--- src/rtl/cka_pkg.sv ---
// Shared types and constants for the chroma key alpha matte block.
package cka_pkg;

    typedef enum logic [1:0] {
        REQ_PIXEL = 2'd0,
        REQ_LOAD  = 2'd1,
        REQ_CLEAR = 2'd2,
        REQ_NONE  = 2'd3
    } t_req;

    typedef enum logic [1:0] {
        CLS_FG  = 2'd0,
        CLS_BG  = 2'd1,
        CLS_DIV = 2'd2
    } t_cls;

    typedef struct packed {
        logic [7:0] red;
        logic [7:0] green;
        logic [7:0] blue;
    } t_rgb;

    typedef struct packed {
        logic valid;
        t_req req;
    } t_ctl;

    localparam int CfgW    = 16;
    localparam int CfgIdxW = 3;

    localparam logic [CfgIdxW-1:0] CFG_BALANCE      = 3'd0;
    localparam logic [CfgIdxW-1:0] CFG_KEY_RED      = 3'd1;
    localparam logic [CfgIdxW-1:0] CFG_KEY_GREEN    = 3'd2;
    localparam logic [CfgIdxW-1:0] CFG_KEY_BLUE     = 3'd3;
    localparam logic [CfgIdxW-1:0] CFG_BLOCK_WIDTH  = 3'd4;
    localparam logic [CfgIdxW-1:0] CFG_BLOCK_HEIGHT = 3'd5;

    localparam logic [1:0] CH_RED   = 2'd0;
    localparam logic [1:0] CH_GREEN = 2'd1;
    localparam logic [1:0] CH_BLUE  = 2'd2;

    localparam logic [8:0]  BAL_ONE = 9'd256;
    localparam logic [15:0] UNIT_V  = 16'd65280;

    localparam int NumW   = 40;
    localparam int DenW   = 32;
    localparam int AlphaW = 8;

    localparam logic [AlphaW-1:0] ALPHA_FG = 8'd255;
    localparam logic [AlphaW-1:0] ALPHA_BG = 8'd0;

endpackage

--- src/rtl/cka_blkdiv.sv ---
// Pipelined restoring divide of column and line by the grid block size.
module cka_blkdiv #(
    parameter int AW = 4
) (
    input  logic            i_clk,
    input  logic            i_rst_n,
    input  logic            i_en,
    input  cka_pkg::t_ctl   i_ctl,
    input  cka_pkg::t_rgb   i_pix,
    input  logic [15:0]     i_column,
    input  logic [15:0]     i_line,
    input  logic [15:0]     i_bw,
    input  logic [15:0]     i_bh,
    output cka_pkg::t_ctl   o_ctl,
    output cka_pkg::t_rgb   o_pix,
    output logic            o_ovf,
    output logic [AW-1:0]   o_qc,
    output logic [AW-1:0]   o_qr
);
    localparam int DW = 16 + AW;

    cka_pkg::t_ctl r_ctl [AW];
    cka_pkg::t_rgb r_pix [AW];
    logic          r_ovf [AW];
    logic [15:0]   r_rc  [AW];
    logic [15:0]   r_rr  [AW];
    logic [AW-1:0] r_qc  [AW];
    logic [AW-1:0] r_qr  [AW];

    for (genvar s = 0; s < AW; s++) begin : g_st
        localparam int K = AW - 1 - s;
        cka_pkg::t_ctl a_ctl;
        cka_pkg::t_rgb a_pix;
        logic          a_ovf;
        logic [15:0]   a_c;
        logic [15:0]   a_r;
        logic [AW-1:0] a_qc;
        logic [AW-1:0] a_qr;
        logic [DW-1:0] d_c;
        logic [DW-1:0] d_r;
        logic          t_c;
        logic          t_r;

        if (s == 0) begin : g_head
            assign a_ctl = i_ctl;
            assign a_pix = i_pix;
            assign a_c   = i_column;
            assign a_r   = i_line;
            assign a_qc  = '0;
            assign a_qr  = '0;
            assign a_ovf = ({{AW{1'b0}}, i_column} >= {i_bw, {AW{1'b0}}})
                        || ({{AW{1'b0}}, i_line} >= {i_bh, {AW{1'b0}}});
        end else begin : g_body
            assign a_ctl = r_ctl[s-1];
            assign a_pix = r_pix[s-1];
            assign a_c   = r_rc[s-1];
            assign a_r   = r_rr[s-1];
            assign a_qc  = r_qc[s-1];
            assign a_qr  = r_qr[s-1];
            assign a_ovf = r_ovf[s-1];
        end

        assign d_c = {{AW{1'b0}}, i_bw} << K;
        assign d_r = {{AW{1'b0}}, i_bh} << K;
        assign t_c = {{AW{1'b0}}, a_c} >= d_c;
        assign t_r = {{AW{1'b0}}, a_r} >= d_r;

        always_ff @(posedge i_clk) begin
            if (!i_rst_n) begin
                r_ctl[s].valid <= 1'b0;
            end else if (i_en) begin
                r_ctl[s] <= a_ctl;
                r_pix[s] <= a_pix;
                r_ovf[s] <= a_ovf;
                r_rc[s]  <= t_c ? (a_c - d_c[15:0]) : a_c;
                r_rr[s]  <= t_r ? (a_r - d_r[15:0]) : a_r;
                r_qc[s]  <= a_qc | (AW'(t_c) << K);
                r_qr[s]  <= a_qr | (AW'(t_r) << K);
            end
        end
    end

    assign o_ctl = r_ctl[AW-1];
    assign o_pix = r_pix[AW-1];
    assign o_ovf = r_ovf[AW-1];
    assign o_qc  = r_qc[AW-1];
    assign o_qr  = r_qr[AW-1];

endmodule

--- src/rtl/cka_grid.sv ---
// Grid key table memory with fill count, lookup, append and clear.
module cka_grid #(
    parameter int GRID_COLUMNS = 4,
    parameter int GRID_ROWS    = 4,
    parameter int AW           = 4
) (
    input  logic            i_clk,
    input  logic            i_rst_n,
    input  logic            i_en,
    input  cka_pkg::t_ctl   i_ctl,
    input  cka_pkg::t_rgb   i_pix,
    input  logic            i_ovf,
    input  logic [AW-1:0]   i_qc,
    input  logic [AW-1:0]   i_qr,
    output logic            o_valid,
    output logic            o_hit,
    output cka_pkg::t_rgb   o_pix,
    output cka_pkg::t_rgb   o_key
);
    localparam int Depth = GRID_COLUMNS * GRID_ROWS;
    localparam int CW    = $clog2(Depth + 1);
    localparam int IW    = AW + 6;

    cka_pkg::t_rgb r_mem [Depth];
    cka_pkg::t_rgb r_rd;
    cka_pkg::t_rgb r_pix;
    logic [CW-1:0] r_cnt;
    logic          r_v;
    logic          r_hit;

    logic [IW-1:0] w_idx;
    logic          w_hit;
    logic          w_load;
    logic          w_clear;

    assign w_idx   = IW'(i_qr) * IW'(GRID_COLUMNS) + IW'(i_qc);
    assign w_hit   = !i_ovf && (w_idx < IW'(r_cnt));
    assign w_load  = i_en && i_ctl.valid && (i_ctl.req == cka_pkg::REQ_LOAD)
                  && (r_cnt < CW'(Depth));
    assign w_clear = i_en && i_ctl.valid && (i_ctl.req == cka_pkg::REQ_CLEAR);

    always_ff @(posedge i_clk) begin
        if (w_load) begin
            r_mem[r_cnt[AW-1:0]] <= i_pix;
        end
        if (i_en) begin
            r_rd <= r_mem[w_idx[AW-1:0]];
        end
    end

    always_ff @(posedge i_clk) begin
        if (!i_rst_n) begin
            r_cnt <= '0;
            r_v   <= 1'b0;
        end else begin
            if (w_clear) begin
                r_cnt <= '0;
            end else if (w_load) begin
                r_cnt <= r_cnt + 1'b1;
            end
            if (i_en) begin
                r_v   <= i_ctl.valid && (i_ctl.req == cka_pkg::REQ_PIXEL);
                r_hit <= w_hit;
                r_pix <= i_pix;
            end
        end
    end

    assign o_valid = r_v;
    assign o_hit   = r_hit;
    assign o_pix   = r_pix;
    assign o_key   = r_rd;

endmodule

--- src/rtl/cka_sat.sv ---
// Key select, primary channel, saturation products and alpha classification.
module cka_sat (
    input  logic                          i_clk,
    input  logic                          i_rst_n,
    input  logic                          i_en,
    input  logic                          i_valid,
    input  logic                          i_hit,
    input  cka_pkg::t_rgb                 i_pix,
    input  cka_pkg::t_rgb                 i_key,
    input  cka_pkg::t_rgb                 i_def,
    input  logic [8:0]                    i_balance,
    output logic                          o_valid,
    output cka_pkg::t_cls                 o_cls,
    output logic [cka_pkg::NumW-1:0]      o_num,
    output logic [cka_pkg::DenW-1:0]      o_den
);
    function automatic logic [15:0] mix(input logic [8:0] bal, input logic [7:0] lo,
                                        input logic [7:0] hi);
        logic [16:0] m_lo;
        logic [16:0] m_hi;
        logic [16:0] sum;
        m_lo = bal * lo;
        m_hi = (cka_pkg::BAL_ONE - bal) * hi;
        sum  = m_lo + m_hi;
        return sum[15:0];
    endfunction

    function automatic logic signed [33:0] sat(input logic [7:0] cp, input logic [15:0] v);
        logic signed [16:0] a;
        logic signed [16:0] b;
        logic signed [33:0] r;
        a = $signed({1'b0, cp, 8'b0}) - $signed({1'b0, v});
        b = $signed({1'b0, cka_pkg::UNIT_V - v});
        r = a * b;
        return r;
    endfunction

    cka_pkg::t_rgb w_key;
    logic [1:0]    w_p;
    logic [7:0]    w_pcp, w_plo, w_phi, w_kcp, w_klo, w_khi;

    logic          r1_v;
    logic [7:0]    r1_pcp, r1_kcp;
    logic [15:0]   r1_pv, r1_kv;

    logic               r2_v;
    logic signed [33:0] r2_s, r2_ks;

    logic                        r3_v;
    cka_pkg::t_cls               r3_cls;
    logic [cka_pkg::NumW-1:0]    r3_num;
    logic [cka_pkg::DenW-1:0]    r3_den;

    cka_pkg::t_cls               w_cls;
    logic signed [33:0]          w_diff;
    logic [cka_pkg::NumW-1:0]    w_d40;

    always_comb begin
        w_key = i_hit ? i_key : i_def;
        if (w_key.red > w_key.green) begin
            w_p = (w_key.red > w_key.blue) ? cka_pkg::CH_RED : cka_pkg::CH_BLUE;
        end else begin
            w_p = (w_key.green > w_key.blue) ? cka_pkg::CH_GREEN : cka_pkg::CH_BLUE;
        end
        case (w_p)
            cka_pkg::CH_RED: begin
                w_pcp = i_pix.red;   w_plo = i_pix.green; w_phi = i_pix.blue;
                w_kcp = w_key.red;   w_klo = w_key.green; w_khi = w_key.blue;
            end
            cka_pkg::CH_GREEN: begin
                w_pcp = i_pix.green; w_plo = i_pix.red;   w_phi = i_pix.blue;
                w_kcp = w_key.green; w_klo = w_key.red;   w_khi = w_key.blue;
            end
            default: begin
                w_pcp = i_pix.blue;  w_plo = i_pix.red;   w_phi = i_pix.green;
                w_kcp = w_key.blue;  w_klo = w_key.red;   w_khi = w_key.green;
            end
        endcase
    end

    always_comb begin
        w_diff = r2_ks - r2_s;
        w_d40  = cka_pkg::NumW'(w_diff[31:0]);
        if (r2_s < 0) begin
            w_cls = cka_pkg::CLS_FG;
        end else if (r2_s >= r2_ks) begin
            w_cls = cka_pkg::CLS_BG;
        end else begin
            w_cls = cka_pkg::CLS_DIV;
        end
    end

    always_ff @(posedge i_clk) begin
        if (!i_rst_n) begin
            r1_v <= 1'b0;
            r2_v <= 1'b0;
            r3_v <= 1'b0;
        end else if (i_en) begin
            r1_v   <= i_valid;
            r1_pcp <= w_pcp;
            r1_kcp <= w_kcp;
            r1_pv  <= mix(i_balance, w_plo, w_phi);
            r1_kv  <= mix(i_balance, w_klo, w_khi);
            r2_v   <= r1_v;
            r2_s   <= sat(r1_pcp, r1_pv);
            r2_ks  <= sat(r1_kcp, r1_kv);
            r3_v   <= r2_v;
            r3_cls <= w_cls;
            r3_num <= (w_d40 << 8) - w_d40;
            r3_den <= r2_ks[31:0];
        end
    end

    assign o_valid = r3_v;
    assign o_cls   = r3_cls;
    assign o_num   = r3_num;
    assign o_den   = r3_den;

endmodule

--- src/rtl/cka_adiv.sv ---
// Pipelined restoring divide that forms the alpha quotient.
module cka_adiv (
    input  logic                          i_clk,
    input  logic                          i_rst_n,
    input  logic                          i_en,
    input  logic                          i_valid,
    input  cka_pkg::t_cls                 i_cls,
    input  logic [cka_pkg::NumW-1:0]      i_num,
    input  logic [cka_pkg::DenW-1:0]      i_den,
    output logic                          o_valid,
    output logic [cka_pkg::AlphaW-1:0]    o_alpha
);
    localparam int QW = cka_pkg::AlphaW;
    localparam int NW = cka_pkg::NumW;
    localparam int DW = cka_pkg::DenW;

    logic          r_v   [QW];
    cka_pkg::t_cls r_cls [QW];
    logic [NW-1:0] r_rem [QW];
    logic [DW-1:0] r_den [QW];
    logic [QW-1:0] r_q   [QW];

    for (genvar s = 0; s < QW; s++) begin : g_st
        localparam int K = QW - 1 - s;
        logic          a_v;
        cka_pkg::t_cls a_cls;
        logic [NW-1:0] a_rem;
        logic [DW-1:0] a_den;
        logic [QW-1:0] a_q;
        logic [NW-1:0] d;
        logic          t;

        if (s == 0) begin : g_head
            assign a_v   = i_valid;
            assign a_cls = i_cls;
            assign a_rem = i_num;
            assign a_den = i_den;
            assign a_q   = '0;
        end else begin : g_body
            assign a_v   = r_v[s-1];
            assign a_cls = r_cls[s-1];
            assign a_rem = r_rem[s-1];
            assign a_den = r_den[s-1];
            assign a_q   = r_q[s-1];
        end

        assign d = NW'(a_den) << K;
        assign t = a_rem >= d;

        always_ff @(posedge i_clk) begin
            if (!i_rst_n) begin
                r_v[s] <= 1'b0;
            end else if (i_en) begin
                r_v[s]   <= a_v;
                r_cls[s] <= a_cls;
                r_rem[s] <= t ? (a_rem - d) : a_rem;
                r_den[s] <= a_den;
                r_q[s]   <= a_q | (QW'(t) << K);
            end
        end
    end

    always_comb begin
        case (r_cls[QW-1])
            cka_pkg::CLS_FG: o_alpha = cka_pkg::ALPHA_FG;
            cka_pkg::CLS_BG: o_alpha = cka_pkg::ALPHA_BG;
            default:         o_alpha = r_q[QW-1];
        endcase
    end

    assign o_valid = r_v[QW-1];

endmodule

--- src/rtl/chroma_key_alpha_matte.sv ---
// Chroma key alpha matte top level: config registers, pipeline and output skid.
// Pipeline: clog2(GRID_COLUMNS*GRID_ROWS) block divide stages, 1 table read, 3 saturation
// stages, 8 alpha divide stages and 1 output register.
// Throughput: one item per clock; ready drops only while the output skid register is full.
// Reset (synchronous, active low) clears pipeline valids and the table fill count, sets the
// configuration registers to their defaults; the table contents stay undefined until loaded.
module chroma_key_alpha_matte #(
    parameter int GRID_COLUMNS = 4,
    parameter int GRID_ROWS    = 4
) (
    input  logic                           i_clk,
    input  logic                           i_rst_n,
    input  logic                           i_cfg_we,
    input  logic [cka_pkg::CfgIdxW-1:0]    i_cfg_index,
    input  logic [cka_pkg::CfgW-1:0]       i_cfg_data,
    input  logic                           i_valid,
    output logic                           o_ready,
    input  logic [1:0]                     i_req_type,
    input  logic [7:0]                     i_red,
    input  logic [7:0]                     i_green,
    input  logic [7:0]                     i_blue,
    input  logic [15:0]                    i_column,
    input  logic [15:0]                    i_line,
    output logic                           o_valid,
    input  logic                           i_ready,
    output logic [7:0]                     o_alpha
);
    localparam int Depth = GRID_COLUMNS * GRID_ROWS;
    localparam int AW    = (Depth > 1) ? $clog2(Depth) : 1;

    logic [8:0]    r_balance;
    cka_pkg::t_rgb r_def;
    logic [15:0]   r_bw;
    logic [15:0]   r_bh;

    logic          w_en;
    cka_pkg::t_ctl w_in_ctl;
    cka_pkg::t_rgb w_in_pix;
    logic [15:0]   w_bw, w_bh;

    cka_pkg::t_ctl d_ctl;
    cka_pkg::t_rgb d_pix;
    logic          d_ovf;
    logic [AW-1:0] d_qc, d_qr;

    logic          g_v, g_hit;
    cka_pkg::t_rgb g_pix, g_key;

    logic                       s_v;
    cka_pkg::t_cls              s_cls;
    logic [cka_pkg::NumW-1:0]   s_num;
    logic [cka_pkg::DenW-1:0]   s_den;

    logic       w_pv;
    logic [7:0] w_pa;

    logic       r_out_v, r_skid_v;
    logic [7:0] r_out_alpha, r_skid_alpha;

    assign w_en     = !r_skid_v;
    assign o_ready  = w_en;
    assign w_in_ctl = '{valid: i_valid, req: cka_pkg::t_req'(i_req_type)};
    assign w_in_pix = '{red: i_red, green: i_green, blue: i_blue};
    assign w_bw     = (r_bw == 16'd0) ? 16'd1 : r_bw;
    assign w_bh     = (r_bh == 16'd0) ? 16'd1 : r_bh;

    always_ff @(posedge i_clk) begin
        if (!i_rst_n) begin
            r_balance <= 9'd128;
            r_def     <= '{red: 8'd0, green: 8'd255, blue: 8'd0};
            r_bw      <= 16'd480;
            r_bh      <= 16'd270;
        end else if (i_cfg_we) begin
            case (i_cfg_index)
                cka_pkg::CFG_BALANCE:
                    r_balance <= (i_cfg_data[8:0] > cka_pkg::BAL_ONE) ? cka_pkg::BAL_ONE
                                                                      : i_cfg_data[8:0];
                cka_pkg::CFG_KEY_RED:      r_def.red   <= i_cfg_data[7:0];
                cka_pkg::CFG_KEY_GREEN:    r_def.green <= i_cfg_data[7:0];
                cka_pkg::CFG_KEY_BLUE:     r_def.blue  <= i_cfg_data[7:0];
                cka_pkg::CFG_BLOCK_WIDTH:  r_bw        <= i_cfg_data;
                cka_pkg::CFG_BLOCK_HEIGHT: r_bh        <= i_cfg_data;
                default: ;
            endcase
        end
    end

    cka_blkdiv #(.AW(AW)) u_blkdiv (
        .i_clk    (i_clk),
        .i_rst_n  (i_rst_n),
        .i_en     (w_en),
        .i_ctl    (w_in_ctl),
        .i_pix    (w_in_pix),
        .i_column (i_column),
        .i_line   (i_line),
        .i_bw     (w_bw),
        .i_bh     (w_bh),
        .o_ctl    (d_ctl),
        .o_pix    (d_pix),
        .o_ovf    (d_ovf),
        .o_qc     (d_qc),
        .o_qr     (d_qr)
    );

    cka_grid #(
        .GRID_COLUMNS (GRID_COLUMNS),
        .GRID_ROWS    (GRID_ROWS),
        .AW           (AW)
    ) u_grid (
        .i_clk   (i_clk),
        .i_rst_n (i_rst_n),
        .i_en    (w_en),
        .i_ctl   (d_ctl),
        .i_pix   (d_pix),
        .i_ovf   (d_ovf),
        .i_qc    (d_qc),
        .i_qr    (d_qr),
        .o_valid (g_v),
        .o_hit   (g_hit),
        .o_pix   (g_pix),
        .o_key   (g_key)
    );

    cka_sat u_sat (
        .i_clk     (i_clk),
        .i_rst_n   (i_rst_n),
        .i_en      (w_en),
        .i_valid   (g_v),
        .i_hit     (g_hit),
        .i_pix     (g_pix),
        .i_key     (g_key),
        .i_def     (r_def),
        .i_balance (r_balance),
        .o_valid   (s_v),
        .o_cls     (s_cls),
        .o_num     (s_num),
        .o_den     (s_den)
    );

    cka_adiv u_adiv (
        .i_clk   (i_clk),
        .i_rst_n (i_rst_n),
        .i_en    (w_en),
        .i_valid (s_v),
        .i_cls   (s_cls),
        .i_num   (s_num),
        .i_den   (s_den),
        .o_valid (w_pv),
        .o_alpha (w_pa)
    );

    always_ff @(posedge i_clk) begin
        if (!i_rst_n) begin
            r_out_v  <= 1'b0;
            r_skid_v <= 1'b0;
        end else if (r_skid_v) begin
            if (i_ready) begin
                r_out_alpha <= r_skid_alpha;
                r_skid_v    <= 1'b0;
            end
        end else if (!r_out_v || i_ready) begin
            r_out_v     <= w_pv;
            r_out_alpha <= w_pa;
        end else if (w_pv) begin
            r_skid_v     <= 1'b1;
            r_skid_alpha <= w_pa;
        end
    end

    assign o_valid = r_out_v;
    assign o_alpha = r_out_alpha;

    a_skid_implies_out: assert property (@(posedge i_clk) disable iff (!i_rst_n)
        r_skid_v |-> r_out_v)
        else $error("skid holds an item while output is empty");

    a_out_hold: assert property (@(posedge i_clk) disable iff (!i_rst_n)
        (r_out_v && !i_ready) |=> (r_out_v && $stable(r_out_alpha)))
        else $error("stalled output item changed");

    a_skid_hold: assert property (@(posedge i_clk) disable iff (!i_rst_n)
        (r_skid_v && !i_ready) |=> (r_skid_v && $stable(r_skid_alpha)))
        else $error("stalled skid item changed");

endmodule
--- config.mk ---
export PLATFORM = sky130hd
export DESIGN_NAME = chroma_key_alpha_matte
export DESIGN_NICKNAME = d
export VERILOG_FILES = /design/src/rtl/cka_pkg.sv /design/src/rtl/cka_blkdiv.sv /design/src/rtl/cka_grid.sv /design/src/rtl/cka_sat.sv /design/src/rtl/cka_adiv.sv /design/src/rtl/chroma_key_alpha_matte.sv
export SDC_FILE = /design/constraint.sdc
export NUM_CORES = 2
export LEC_CHECK = 0
export BUFFER_PORTS_ARGS = -buffer_cell sky130_fd_sc_hd__buf_4
export CAP_MARGIN = 20
export CORE_MARGIN = 5
export CORE_UTILIZATION = 50
export CTS_BUF_LIST = sky130_fd_sc_hd__clkbuf_2 sky130_fd_sc_hd__clkbuf_4 sky130_fd_sc_hd__clkbuf_8
export CTS_CLUSTER_DIAMETER = 50
export DETAILED_ROUTE_END_ITERATION = 16
export PLACE_DENSITY = 0.75
export SKIP_LAST_GASP = 1
export SLEW_MARGIN = 20
export SYNTH_ARGS = -nofsm -noshare
export SYNTH_HDL_FRONTEND = slang
export SYNTH_SLANG_ARGS = --single-unit
--- constraint.sdc ---
create_clock -name i_clk -period 27.9 [get_ports i_clk]
set_input_delay 1.395 -clock i_clk [delete_from_list [all_inputs] [get_ports i_clk]]
set_output_delay 1.395 -clock i_clk [all_outputs]
set_load 0.02 [all_outputs]
==> impl_metrics.py <==
metrics = {
    "status": {
        "outcome": "complete, no violations",
    },
    "synthesis": {
        "syn_avg_cell_area_um2": 11.2,
        "async_flop_share": 0,
        "syn-instance-count": 9535,
        "synth-compound-area-share": 0.0923,
        "synth_xor_xnor_area_share": 0.0429,
        "seq_area_frac_synth": 0.413,
        "yosys.area_share.simple": 0.0978,
        "syn_nets": 11235,
        "synth_top_family_by_area": "adder cells",
        "ys.flop_type": "edfxtp_1",
        "yosys.area.top_type_share": 0.398,
        "syn_area_mm2": 0.107,
        "yosysTopAreaCell": "edfxtp_1",
        "synth_edf_count": 1419,
        "ys_top_cells_by_area": "edfxtp_1 40%, fa_1 15%, ha_1 9.6%",
        "synth-adder-area-share": 0.245,
        "synth.area.mux_share": 0.0463,
        "synth.distinct_cells": 108,
        "synth_seq_cells": 1497,
        "yosysWarnings": 0,
    },
    "run": {
        "maxCapViolCount": 0,
    },
    "final_layout": {
        "drive_above_1_share": 0.0991,
        "layout_commonest_cell": "inv_1",
        "syn2layout_area_growth_pct": 8.89,
        "finalNetCount": 11477,
        "final_cell_mix": "1552 x inv_1, 1419 x edfxtp_1, 858 x nand2_1",
    },
    "global_route": {
        "grt_pass1_vias": 75526,
        "grt-ovfl-total": 0,
        "grtUsageTotal": 0.234,
        "antenna_found_initial": 2,
        "use_met1": 0.263,
        "grt.met2_usage": 0.433,
        "top_usage_layer": "met2",
        "grt_max_degree": 184,
        "met3_usage": 0.0285,
        "grt_pass1_wl_mm": 411,
    },
    "setup_path": {
        "crit_path_top_delay_cell": "edfxtp_1",
        "worstSetupEndpointType": "register",
        "worstPathMaxFanout": 21,
        "crit_top_cell": "fa_1",
        "crit_type": "reg -> reg",
        "r2r_slack_ps": 17660,
        "worstPathRequired_ps": 28570,
        "critPathArrivalTime_ps": 10900,
        "critPathMaxStageDelay_ps": 980,
        "cp-start-kind": "register",
    },
    "floorplan": {
        "die_w_um": 473,
        "ioPinCount": 92,
        "core_mm2": 0.213,
        "dieArea_mm2": 0.223,
        "die_y_um": 473,
        "start_util": 0.504,
        "rows": 169,
    },
    "clock_tree": {
        "cts_buffers": 276,
        "cts_root_buffer": "clkbuf_8",
        "cts_buffer_depth": 4,
        "clk_latency_ps": 1030,
        "cts_tree": "yes",
        "cts_resized": 0,
        "clk_pin_slew_ps": 60,
        "postCtsSetupBuffers": 0,
        "htree_num_levels": 5,
        "cts.sinks": 1497,
        "cts_hold_buf": 0,
    },
    "route": {
        "routedWlPerCell_um": 20.3,
        "drt_iter0_drc": 4906,
        "wl_mm": 260,
        "drc_errors": 0,
        "via_count": 71448,
        "avgViaCountPerCell": 5.59,
        "dr.pass1.iters": 6,
        "ant_nets": 0,
    },
    "timing": {
        "fin_setup_tns_ps": 0,
        "rsz0062_at_grt": "no",
        "tightest_slew_ps": 1160,
        "finClkSkew_ps": 94.8,
        "period_share": 0.367,
        "fmax_ghz": 0.0977,
        "finalSetupViolCount": 0,
        "maxSlewViolCount": 0,
        "slew_headroom": 0.222,
        "hold_viol": 0,
        "period_minus_slack_ps": 10240,
    },
    "worst_hold_path": {
        "min_path_type": "reg -> reg",
    },
    "placement": {
        "dp_hpwl_mm": 197,
        "place.port_buffers": 91,
        "gp_congestion": 0.949,
    },
}
stage by stage:
stage / instance area [um^2] / worst slack [ps] / utilization / hold slack [ps] / cells
finish: 117000 / 17660 / 0.549 / 388 / 12783
detailed placement: 111000 / 17840 / 0.524 / 405 / 12319
global placement: 111000 / 18040 / 0.524 / 400 / 12319
global route: 117000 / 17100 / 0.549 / 397 / 12781
floorplan: 107000 / 12250 / - / 400 / 9535
CTS: 117000 / 17760 / 0.548 / 375 / 12777
per-layer routing:
metal | share of wire | vias to the layer above
met5 | 0.000050 | -
met4 | 0.059 | 2
met3 | 0.050 | 766
met2 | 0.53 | 2385
met1 | 0.37 | 35275
li1 | - | 33020
critical path, delay by kind of cell, from the launching register on:
kind | cells | cell delay, ps
AND/OR/NAND/NOR | 2 | 360
adder cells (fa/ha/maj) | 8 | 4410
AO/OA/AOI/OAI | 14 | 3220
buffers and inverters | 6 | 840
flip-flops | 1 | 980
XOR/XNOR | 1 | 80
cell families (layout without fill, tap and decap cells):
logic type / count (synthesis) / in the layout
AOI/OAI and AO/OA: 1514 / 1514
xor gates and xnor gates: 519 / 519
adders and majority gates: 1618 / 1618
buffers and inverters: 1789 / 2211
DFF: 1497 / 1497
muxes: 327 / 327
other: 0 / 5
and+or+nand+nor: 2271 / 2271
cell type report:
class / instances / area (um^2)
fillers: 17582 / 95900
repair buffers: 194 / 1510
inverters: 1559 / 5850
clock buffers: 360 / 4450
clock inverters: 98 / 731
well taps: 2821 / 3530
multi-input cells: 6249 / 56300
flip-flops and latches: 1497 / 44200
diodes: 5 / 12.5
registers in the layout, summed over array words and instances, names as in the netlist, 36 cells and up:
signal / cells
u_blkdiv.r_rc: 48
u_adiv.r_den: 217
u_adiv.r_q: 36
u_grid.r_mem: 384
u_adiv.r_rem: 280
u_blkdiv.r_pix: 96
u_sat.o_num: 40
u_blkdiv.r_rr: 48
cell usage after synthesis (all sizes together), types with 12 or more instances:
cell	n
or2	17
o21ai	307
and3	34
xnor2	344
nor3b	18
nor2b	117
a21o	242
nor2	600
clkbuf	188
or3	37
mux2	144
buf	42
inv	1554
o21a	79
nand3	104
edfxtp	1419
or4	12
mux4	120
a21oi	426
o22ai	14
nand4	74
a21boi	78
and2	144
ha	824
a211oi	32
nor3	99
o41ai	12
nand2b	82
o31ai	35
mux2i	63
fa	794
a211o	15
o21bai	78
a31oi	39
o221ai	15
nor4	41
xor2	173
dfxtp	78
nand2	858
a2111oi	14
o211ai	28
path summary, 6_finish.rpt:
kind	depth (start not counted)	startpoint	to
worst min register to register	0	u_blkdiv.r_pix[0][19]	u_blkdiv.r_pix[1][19]
worst max register to register	31	u_sat.r1_pv[0]	u_sat.r2_s[33]
worst max-delay path	31	u_sat.r1_pv[0]	u_sat.r2_s[33]
worst min-delay path	0	u_blkdiv.r_pix[0][19]	u_blkdiv.r_pix[1][19]
Power is not shown: default switching activity piles up to over one toggle a cycle in this logic, so the estimate is an artifact.
